==> src/rtl/neighbor_table_with_aging_top_assert.svh <==
// assertion macros for the neighbor table with aging
// used by the top level; needs nothing else
`ifndef NEIGHBOR_TABLE_WITH_AGING_TOP_ASSERT_SVH
`define NEIGHBOR_TABLE_WITH_AGING_TOP_ASSERT_SVH

// same-cycle implication
`define NTA_ASSERT_HOLD(label, clk, rst, ante, cons, msg) \
   label: assert property (@(posedge clk) disable iff (rst) (ante) |-> (cons)) \
      else $error(msg);

// next-cycle implication
`define NTA_ASSERT_NEXT(label, clk, rst, ante, cons, msg) \
   label: assert property (@(posedge clk) disable iff (rst) (ante) |=> (cons)) \
      else $error(msg);

`endif

==> src/rtl/nta_pkg.sv <==
// types and fixed constants of the neighbor table with aging
// no dependencies
package nta_pkg;

   localparam int IFACE_BITS    = 2;
   localparam int ID_BITS       = 32;
   localparam int LIFE_BITS     = 10;
   localparam int COUNT_BITS    = 5;
   localparam int INTERVAL_BITS = 8;
   localparam int LIFE_FACTOR   = 3;

   localparam logic [INTERVAL_BITS-1:0] HELLO_INTERVAL_RESET = 8'd5;

   localparam logic KIND_HELLO = 1'b0;
   localparam logic KIND_TICK  = 1'b1;

   typedef struct packed {
      logic [IFACE_BITS-1:0] iface;
      logic [ID_BITS-1:0]    router_id;
      logic [ID_BITS-1:0]    address;
      logic [ID_BITS-1:0]    mask;
      logic [LIFE_BITS-1:0]  lifetime;
   } entry_type;

   typedef enum logic [1:0] {
      ST_IDLE,
      ST_SCAN,
      ST_DRAIN,
      ST_FINISH
   } state_type;

   typedef struct packed {
      logic busy;
      logic rd_en;
      logic check;
      logic finish;
   } seq_type;

   function automatic logic [LIFE_BITS-1:0] lifetime_of(input logic [INTERVAL_BITS-1:0] iv);
      return LIFE_BITS'(LIFE_FACTOR * int'(iv));
   endfunction

endpackage

==> src/rtl/neighbor_table_with_aging_top.sv <==
// neighbor table with aging: top level with entry datapath, valid bits and counts
// depends on nta_pkg, nta_ram, nta_seq and the assertion macro header
//
// Usage:
//   req_* carries one beat per hello (req_kind = 0) or aging tick (req_kind = 1).
//   A beat is taken when req_valid is high and req_stall is low. rsp_* returns
//   exactly one beat per request, taken when rsp_valid is high and rsp_stall low.
//   csr_hello_interval is written over the csr_valid/csr_ready channel while the
//   block is idle; the user must keep to this, as the block does not enforce it.
//   csr_ready is always high. Each request walks the whole entry memory, one
//   entry read per cycle through the single read port, then a drain step for the
//   last check and a finish step that registers the result beat; a new request
//   is taken once the block is back in idle, after that finish step is done.
//   A waiting result does not block the next request; only the finish step of
//   that next request waits while rsp_stall holds the previous beat.
//   Reset empties the table, clears the interface counts and sets the hello
//   interval to 5. No clearing pass is needed: entry validity lives in flops.
`include "neighbor_table_with_aging_top_assert.svh"

module neighbor_table_with_aging_top #(
   parameter int TABLE_ENTRIES = 16,
   parameter int IFACE_COUNT   = 4
) (
   input  logic                                clock,
   input  logic                                reset,
   input  logic                                req_valid,
   output logic                                req_stall,
   input  logic                                req_kind,
   input  logic [nta_pkg::IFACE_BITS-1:0]      req_iface_index,
   input  logic [nta_pkg::ID_BITS-1:0]         req_router_id,
   input  logic [nta_pkg::ID_BITS-1:0]         req_source_ip,
   input  logic [nta_pkg::ID_BITS-1:0]         req_net_mask,
   output logic                                rsp_valid,
   input  logic                                rsp_stall,
   output logic                                rsp_changed,
   output logic [nta_pkg::COUNT_BITS-1:0]      rsp_neighbor_count,
   output logic                                rsp_table_full,
   input  logic                                csr_valid,
   output logic                                csr_ready,
   input  logic [nta_pkg::INTERVAL_BITS-1:0]   csr_hello_interval
);
   import nta_pkg::*;

   localparam int IDX_W = (TABLE_ENTRIES > 1) ? $clog2(TABLE_ENTRIES) : 1;
   localparam int CNT_W = (TABLE_ENTRIES >= 31) ? $clog2(TABLE_ENTRIES + 1) : COUNT_BITS;
   localparam int SUM_W = CNT_W + 4;

   seq_type          seq;
   logic [IDX_W-1:0] rd_addr;
   logic [IDX_W-1:0] chk_idx;
   logic             req_accept;
   logic             out_free;

   entry_type        rd_entry;
   logic             wr_en;
   logic [IDX_W-1:0] wr_addr;
   entry_type        wr_data;

   logic [INTERVAL_BITS-1:0] interval_ff, interval_in;
   logic [TABLE_ENTRIES-1:0] valid_ff, valid_in;
   logic [CNT_W-1:0]         cnt_ff [IFACE_COUNT];
   logic [CNT_W-1:0]         cnt_in [IFACE_COUNT];

   logic                  op_kind_ff, op_kind_in;
   logic [IFACE_BITS-1:0] op_iface_ff, op_iface_in;
   logic [ID_BITS-1:0]    op_rid_ff, op_rid_in;
   logic [ID_BITS-1:0]    op_addr_ff, op_addr_in;
   logic [ID_BITS-1:0]    op_mask_ff, op_mask_in;

   logic             hit_ff, hit_in;
   logic [IDX_W-1:0] hit_idx_ff, hit_idx_in;
   logic             free_ff, free_in;
   logic [IDX_W-1:0] free_idx_ff, free_idx_in;
   logic             changed_ff, changed_in;
   logic [CNT_W-1:0] total_ff, total_in;

   logic                  rsp_valid_ff, rsp_valid_in;
   logic                  rsp_changed_ff, rsp_changed_in;
   logic [COUNT_BITS-1:0] rsp_count_ff, rsp_count_in;
   logic                  rsp_full_ff, rsp_full_in;

   logic             iface_ok;
   logic [CNT_W-1:0] cur_cnt;
   logic [SUM_W-1:0] cnt_sum;

   assign req_accept = req_valid && !req_stall;
   assign out_free   = !rsp_valid_ff || !rsp_stall;
   assign req_stall  = seq.busy;
   assign csr_ready  = 1'b1;

   nta_seq #(
      .TABLE_ENTRIES (TABLE_ENTRIES)
   ) u_seq (
      .clock      (clock),
      .reset      (reset),
      .req_accept (req_accept),
      .out_free   (out_free),
      .seq        (seq),
      .rd_addr    (rd_addr),
      .chk_idx    (chk_idx)
   );

   nta_ram #(
      .WIDTH ($bits(entry_type)),
      .DEPTH (TABLE_ENTRIES)
   ) u_ram (
      .clock   (clock),
      .wr_en   (wr_en),
      .wr_addr (wr_addr),
      .wr_data (wr_data),
      .rd_en   (seq.rd_en),
      .rd_addr (rd_addr),
      .rd_data (rd_entry)
   );

   // interface range and current count of the request's interface
   always_comb begin
      iface_ok = int'(op_iface_ff) < IFACE_COUNT;
      cur_cnt  = '0;
      for (int i = 0; i < IFACE_COUNT; i++) begin
         if (int'(op_iface_ff) == i) begin
            cur_cnt = cnt_ff[i];
         end
      end
   end

   always_comb begin
      interval_in = interval_ff;
      valid_in    = valid_ff;
      cnt_in      = cnt_ff;
      op_kind_in  = op_kind_ff;
      op_iface_in = op_iface_ff;
      op_rid_in   = op_rid_ff;
      op_addr_in  = op_addr_ff;
      op_mask_in  = op_mask_ff;
      hit_in      = hit_ff;
      hit_idx_in  = hit_idx_ff;
      free_in     = free_ff;
      free_idx_in = free_idx_ff;
      changed_in  = changed_ff;
      total_in    = total_ff;
      rsp_valid_in   = rsp_valid_ff;
      rsp_changed_in = rsp_changed_ff;
      rsp_count_in   = rsp_count_ff;
      rsp_full_in    = rsp_full_ff;
      wr_en   = 1'b0;
      wr_addr = chk_idx;
      wr_data = rd_entry;

      if (csr_valid && csr_ready) begin
         interval_in = csr_hello_interval;
      end

      if (req_accept) begin
         op_kind_in  = req_kind;
         op_iface_in = req_iface_index;
         op_rid_in   = req_router_id;
         op_addr_in  = req_source_ip;
         op_mask_in  = req_net_mask;
         hit_in      = 1'b0;
         free_in     = 1'b0;
         changed_in  = 1'b0;
         total_in    = '0;
      end

      // check stage: one entry per cycle
      if (seq.check) begin
         if (op_kind_ff == KIND_HELLO) begin
            if (valid_ff[chk_idx]) begin
               if (!hit_ff && rd_entry.iface == op_iface_ff &&
                   rd_entry.router_id == op_rid_ff) begin
                  hit_in     = 1'b1;
                  hit_idx_in = chk_idx;
               end
            end else if (!free_ff) begin
               free_in     = 1'b1;
               free_idx_in = chk_idx;
            end
         end else if (valid_ff[chk_idx]) begin
            if (rd_entry.lifetime <= LIFE_BITS'(1)) begin
               valid_in[chk_idx] = 1'b0;
               changed_in        = 1'b1;
               for (int i = 0; i < IFACE_COUNT; i++) begin
                  if (int'(rd_entry.iface) == i && cnt_ff[i] != '0) begin
                     cnt_in[i] = cnt_ff[i] - 1'b1;
                  end
               end
            end else begin
               wr_en            = 1'b1;
               wr_addr          = chk_idx;
               wr_data          = rd_entry;
               wr_data.lifetime = rd_entry.lifetime - 1'b1;
               total_in         = total_ff + 1'b1;
            end
         end
      end

      if (rsp_valid_ff && !rsp_stall) begin
         rsp_valid_in = 1'b0;
      end

      // finish step: hello write-back and result beat
      if (seq.finish) begin
         rsp_valid_in   = 1'b1;
         rsp_changed_in = 1'b0;
         rsp_full_in    = 1'b0;
         rsp_count_in   = '0;
         if (op_kind_ff == KIND_TICK) begin
            rsp_changed_in = changed_ff;
            rsp_count_in   = total_ff[COUNT_BITS-1:0];
         end else if (iface_ok) begin
            wr_data.iface     = op_iface_ff;
            wr_data.router_id = op_rid_ff;
            wr_data.address   = op_addr_ff;
            wr_data.mask      = op_mask_ff;
            wr_data.lifetime  = lifetime_of(interval_ff);
            priority if (hit_ff) begin
               wr_en        = 1'b1;
               wr_addr      = hit_idx_ff;
               rsp_count_in = cur_cnt[COUNT_BITS-1:0];
            end else if (free_ff) begin
               wr_en                 = 1'b1;
               wr_addr               = free_idx_ff;
               valid_in[free_idx_ff] = 1'b1;
               for (int i = 0; i < IFACE_COUNT; i++) begin
                  if (int'(op_iface_ff) == i) begin
                     cnt_in[i] = cnt_ff[i] + 1'b1;
                  end
               end
               rsp_changed_in = 1'b1;
               rsp_count_in   = COUNT_BITS'(cur_cnt + 1'b1);
            end else begin
               rsp_full_in  = 1'b1;
               rsp_count_in = cur_cnt[COUNT_BITS-1:0];
            end
         end
      end
   end

   always_ff @(posedge clock) begin
      if (reset) begin
         interval_ff  <= HELLO_INTERVAL_RESET;
         valid_ff     <= '0;
         rsp_valid_ff <= 1'b0;
         for (int i = 0; i < IFACE_COUNT; i++) begin
            cnt_ff[i] <= '0;
         end
      end else begin
         interval_ff  <= interval_in;
         valid_ff     <= valid_in;
         rsp_valid_ff <= rsp_valid_in;
         cnt_ff       <= cnt_in;
      end
   end

   always_ff @(posedge clock) begin
      op_kind_ff     <= op_kind_in;
      op_iface_ff    <= op_iface_in;
      op_rid_ff      <= op_rid_in;
      op_addr_ff     <= op_addr_in;
      op_mask_ff     <= op_mask_in;
      hit_ff         <= hit_in;
      hit_idx_ff     <= hit_idx_in;
      free_ff        <= free_in;
      free_idx_ff    <= free_idx_in;
      changed_ff     <= changed_in;
      total_ff       <= total_in;
      rsp_changed_ff <= rsp_changed_in;
      rsp_count_ff   <= rsp_count_in;
      rsp_full_ff    <= rsp_full_in;
   end

   assign rsp_valid          = rsp_valid_ff;
   assign rsp_changed        = rsp_changed_ff;
   assign rsp_neighbor_count = rsp_count_ff;
   assign rsp_table_full     = rsp_full_ff;

   // per-interface counts always add up to the number of valid entries
   always_comb begin
      cnt_sum = '0;
      for (int i = 0; i < IFACE_COUNT; i++) begin
         cnt_sum = cnt_sum + SUM_W'(cnt_ff[i]);
      end
   end

   `NTA_ASSERT_HOLD(a_count_matches_valid, clock, reset, 1'b1,
      int'(cnt_sum) == $countones(valid_ff), "interface counts disagree with valid entries")
   `NTA_ASSERT_NEXT(a_busy_after_accept, clock, reset, req_accept,
      req_stall, "request taken while a walk could not start")
   `NTA_ASSERT_HOLD(a_change_not_full, clock, reset, rsp_valid,
      !(rsp_changed && rsp_table_full), "added and dropped in one beat")
   `NTA_ASSERT_NEXT(a_tick_never_full, clock, reset, seq.finish && op_kind_ff == KIND_TICK,
      !rsp_table_full, "tick reported a full table")

endmodule

==> src/rtl/nta_ram.sv <==
// generic single-port-write, single-port-read ram with registered read
// no dependencies
module nta_ram #(
   parameter int WIDTH = 8,
   parameter int DEPTH = 16,
   localparam int AW = (DEPTH > 1) ? $clog2(DEPTH) : 1
) (
   input  logic             clock,
   input  logic             wr_en,
   input  logic [AW-1:0]    wr_addr,
   input  logic [WIDTH-1:0] wr_data,
   input  logic             rd_en,
   input  logic [AW-1:0]    rd_addr,
   output logic [WIDTH-1:0] rd_data
);

   logic [WIDTH-1:0] mem_ff [DEPTH];
   logic [WIDTH-1:0] rd_data_ff;

   always_ff @(posedge clock) begin
      if (wr_en) begin
         mem_ff[wr_addr] <= wr_data;
      end
      if (rd_en) begin
         rd_data_ff <= mem_ff[rd_addr];
      end
   end

   assign rd_data = rd_data_ff;

endmodule

==> src/rtl/nta_seq.sv <==
// table walk sequencer: read address counter, check stage and finish step
// depends on nta_pkg
module nta_seq #(
   parameter int TABLE_ENTRIES = 16,
   localparam int IDX_W = (TABLE_ENTRIES > 1) ? $clog2(TABLE_ENTRIES) : 1
) (
   input  logic              clock,
   input  logic              reset,
   input  logic              req_accept,
   input  logic              out_free,
   output nta_pkg::seq_type  seq,
   output logic [IDX_W-1:0]  rd_addr,
   output logic [IDX_W-1:0]  chk_idx
);
   import nta_pkg::*;

   localparam logic [IDX_W-1:0] LAST_IDX = IDX_W'(TABLE_ENTRIES - 1);

   state_type        state_ff, state_in;
   logic [IDX_W-1:0] idx_ff, idx_in;
   logic             chk_ff;
   logic [IDX_W-1:0] chk_idx_ff;

   always_comb begin
      state_in = state_ff;
      idx_in   = idx_ff;
      unique case (state_ff)
         ST_IDLE: begin
            if (req_accept) begin
               state_in = ST_SCAN;
               idx_in   = '0;
            end
         end
         ST_SCAN: begin
            idx_in = idx_ff + 1'b1;
            if (idx_ff == LAST_IDX) begin
               state_in = ST_DRAIN;
            end
         end
         ST_DRAIN: begin
            state_in = ST_FINISH;
         end
         ST_FINISH: begin
            if (out_free) begin
               state_in = ST_IDLE;
            end
         end
         default: begin
            state_in = ST_IDLE;
         end
      endcase
   end

   always_comb begin
      seq.busy   = (state_ff != ST_IDLE);
      seq.rd_en  = (state_ff == ST_SCAN);
      seq.check  = chk_ff;
      seq.finish = (state_ff == ST_FINISH) && out_free;
      rd_addr    = idx_ff;
      chk_idx    = chk_idx_ff;
   end

   always_ff @(posedge clock) begin
      if (reset) begin
         state_ff <= ST_IDLE;
         idx_ff   <= '0;
         chk_ff   <= 1'b0;
      end else begin
         state_ff <= state_in;
         idx_ff   <= idx_in;
         chk_ff   <= (state_ff == ST_SCAN);
      end
   end

   always_ff @(posedge clock) begin
      chk_idx_ff <= idx_ff;
   end

endmodule
==> config.mk <==
export PLATFORM = sky130hd
export DESIGN_NAME = neighbor_table_with_aging_top
export DESIGN_NICKNAME = d
export VERILOG_FILES = /design/src/rtl/nta_pkg.sv /design/src/rtl/neighbor_table_with_aging_top.sv /design/src/rtl/nta_ram.sv /design/src/rtl/nta_seq.sv
export VERILOG_INCLUDE_DIRS = /design/src /design/src/rtl
export SDC_FILE = /design/constraint.sdc
export NUM_CORES = 1
export LEC_CHECK = 0
export BUFFER_PORTS_ARGS = -buffer_cell sky130_fd_sc_hd__buf_2
export CAP_MARGIN = 20
export CORE_MARGIN = 2
export CORE_UTILIZATION = 55
export CTS_CLUSTER_SIZE = 28
export DETAILED_ROUTE_END_ITERATION = 10
export PLACE_DENSITY = 0.72
export SETUP_SLACK_MARGIN = 0.15
export SLEW_MARGIN = 20
export SYNTH_ARGS = -nofsm -noshare
export SYNTH_HDL_FRONTEND = slang
export SYNTH_SLANG_ARGS = --single-unit
==> constraint.sdc <==
create_clock -name clock -period 5.4 [get_ports clock]
set_input_delay 0.27 -clock clock [delete_from_list [all_inputs] [get_ports clock]]
set_output_delay 0.27 -clock clock [all_outputs]
set_load 0.01 [all_outputs]
==> metrics.cfg <==
[run_status]
outcome=finished, final reports clean

[floorplan]
die_w_um=255
die_y_um=255
ioPinCount=122
initial_utilization_pct=55.9
die_area_sq_mm=0.0650
row_count=91
coreArea_sq_mm=0.0619

[global_route]
grtUsageTotal_pct=24.3
grt_antenna_before_repair=0
grt_max_degree=66
grt_pass1_vias=18100
grt_remaining_overflow=0
grt_pass1_wl_um=115000

[clocking]
cts_buffers=86
clk_latency_ns=0.64
cts-root-buf=clkbuf_16
cts_tree=yes
clk_path_buf_depth=3
clock_sinks=862
post_cts_buffers=0
htreeDepth=3
clkTransAtPathRegs_ns=0.06

[worst_setup_path]
cp_max_fo=17
arrival_ns=4.73
worstPathRequired_ns=5.70
end_kind=flip-flop
critPathLaunchType=flip-flop
path_class=reg2reg

[timing]
tns_ns=0
slew_headroom_pct=29.0
finalSetupViolCount=0
timing.final.crit_share_pct=82.0
finalHoldViolations=0
worst_pin_slew_ns=1.05
timing.hold.ws_ns=0.0331
min_period_ns=4.43
skew_ns=0.0267
timing.fmax_ghz=0.226
rsz0062_at_grt=false
slew_violations=0

[logic_synthesis]
synth_flop_cell=edfxtp_1
synth_area_sq_mm=0.0346
yosysWarnings=0
seq_area_frac_synth_pct=72.9
synth.distinct_cells=72
synthArstFlopShare_pct=0
synth_edf_count=798
synth.avg_cell_area_sq_um=19.1
ys_ff_latch=862
syn_inst=1817
syn-num-nets=1957

[route]
wl_um=76500
drt_iter0_markers=1974
drc_errors=0
dr.pass1.iters=6
ant_nets=0
viasPerCell=6.25
num_vias=17900
wire_per_inst_um=26.7

[placed_design]
post-dp-hpwl_um=40400
gp_congestion=0.856
io_buffers=56

[layout]
drive_above_1_share_pct=24.3
final_nets=2097
multi_input_area_sq_mm=0.00903
diodes=0
fill_cells=4194
syn2layout_area_growth_pct=13.6
ff_latch_area_sq_mm=0.0253

[min_path]
hold_class=in2reg

[pwr]
power.leakage_nw=12.4
powerDensity_mw_per_mm2=433
ir_drop_mv=0.346

[job]
max_cap_viol_count=0

==> cells in the final DEF (no fill, tap or decap), types with 26 or more instances in the layout <==
cell,n
nand3_1,29
buf_2,57
buf_4,33
xnor2_1,32
o21ai_0,31
nor2_1,49
nand2_1,141
inv_1,35
ha_1,26
edfxtp_1,798
dfxtp_1,61
clkbuf_16,86
dlygate4sd3_1,44
xor2_1,27
mux4_2,225
==> routing by layer <==
layer  vias to the layer above  GRT usage [%]  wire (um)
li1                       7655              -          -
met1                      9395           34.2      31200
met2                       711           39.9      38000
met3                       131           3.72       5130
met4                         0           7.22       2150
met5                         -              0          0
==> cell type report <==
type / instances / share of cell area, %
Timing Repair Buffer: 139 / 2.73
Tap cell: 837 / 2.66
Sequential cell: 862 / 64.2
Clock inverter: 55 / 1.43
Clock buffer: 100 / 5.61
Multi-Input combinational cell: 830 / 23.0
Inverter: 38 / 0.369
==> synth_stat cells (27+ instances only) <==
cell	count	area share, %
dfxtp_1	64	3.7
nand3_1	29	0.42
nand2_1	142	1.5
xnor2_1	32	0.81
ha_1	27	0.98
xor2_1	27	0.68
inv_1	36	0.39
nor2_1	66	0.72
mux4_2	225	15
edfxtp_1	798	69
o21ai_0	33	0.48
clkbuf_1	54	0.59
==> cells by family (layout without fill, tap and decap cells) <==
kind of cell,after synthesis,count (layout),synth area share [%]
adder cells (fa/ha/maj),28,28,1.03
buffers and inverters,125,332,1.46
AND/OR/NAND/NOR,353,353,4.95
flip-flops,862,862,72.9
other,1,1,0.0108
AO/OA/AOI/OAI,135,135,2.63
multiplexers,254,254,15.5
XOR/XNOR,59,59,1.49
==> power by group <==
| part | total, W | switching (W) | internal [W] |
|---|---|---|---|
| Combinational | 0.00260 | 0.00155 | 0.00105 |
| Sequential | 0.00854 | 0.000319 | 0.00822 |
| Clock | 0.00589 | 0.00252 | 0.00337 |
| Total | 0.0170 | 0.00439 | 0.0126 |
==> registers in the layout, summed over array words and instances, names as in the netlist, 4 cells and up <==
signal	flops
total_ff	5
valid_ff	16
u_ram.mem_ff	704
u_ram.rd_data	44
interval_ff	8
u_seq.rd_addr	4
rsp_neighbor_count	5
cnt_ff	20
u_seq.chk_idx	4
free_idx_ff	4
op_rid_ff	32
hit_idx_ff	4
==> through the flow <==
step           utilization (%)  area (sq um)  std cells  power, W  setup slack, ns
2_1_floorplan                -         34600       1817    0.0104             1.15
4_1_cts                   63.4         39300       2860    0.0171             1.06
3_3_place_gp              58.2         36100       2661    0.0111             1.18
3_5_place_dp              58.2         36100       2661    0.0112             1.08
5_1_grt                   63.5         39300       2861    0.0176            0.861
6_report                  63.5         39300       2861    0.0170            0.973
==> worst max-delay path, cell delays in order (launching register included) <==
cell     delay [ns]
dfxtp_1        0.79
mux2i_1        0.22
a221o_1        0.41
o22a_1         0.44
o31ai_1        0.65
nand3_1        0.44
nor2_4         0.69
buf_4          0.41
==> timing repair <==
action | in CTS | in global routing
hold buffers | 44 | 0
hold endpoints to repair | 44 | 0
resized for setup | 0 | 0
==> path summary, 6_finish.rpt <==
path	from	endpoint	slack, ns	cells past startpoint
max	u_seq.chk_idx[1]	u_ram.mem_ff[0][2]	0.97	7
max reg2reg	u_seq.chk_idx[1]	u_ram.mem_ff[0][2]	0.97	7
min reg2reg	u_seq.rd_addr[3]	u_seq.chk_idx[3]	0.44	0
min	csr_valid	interval_ff[2]	0.03	3
Power figures use the tool's default switching activity.
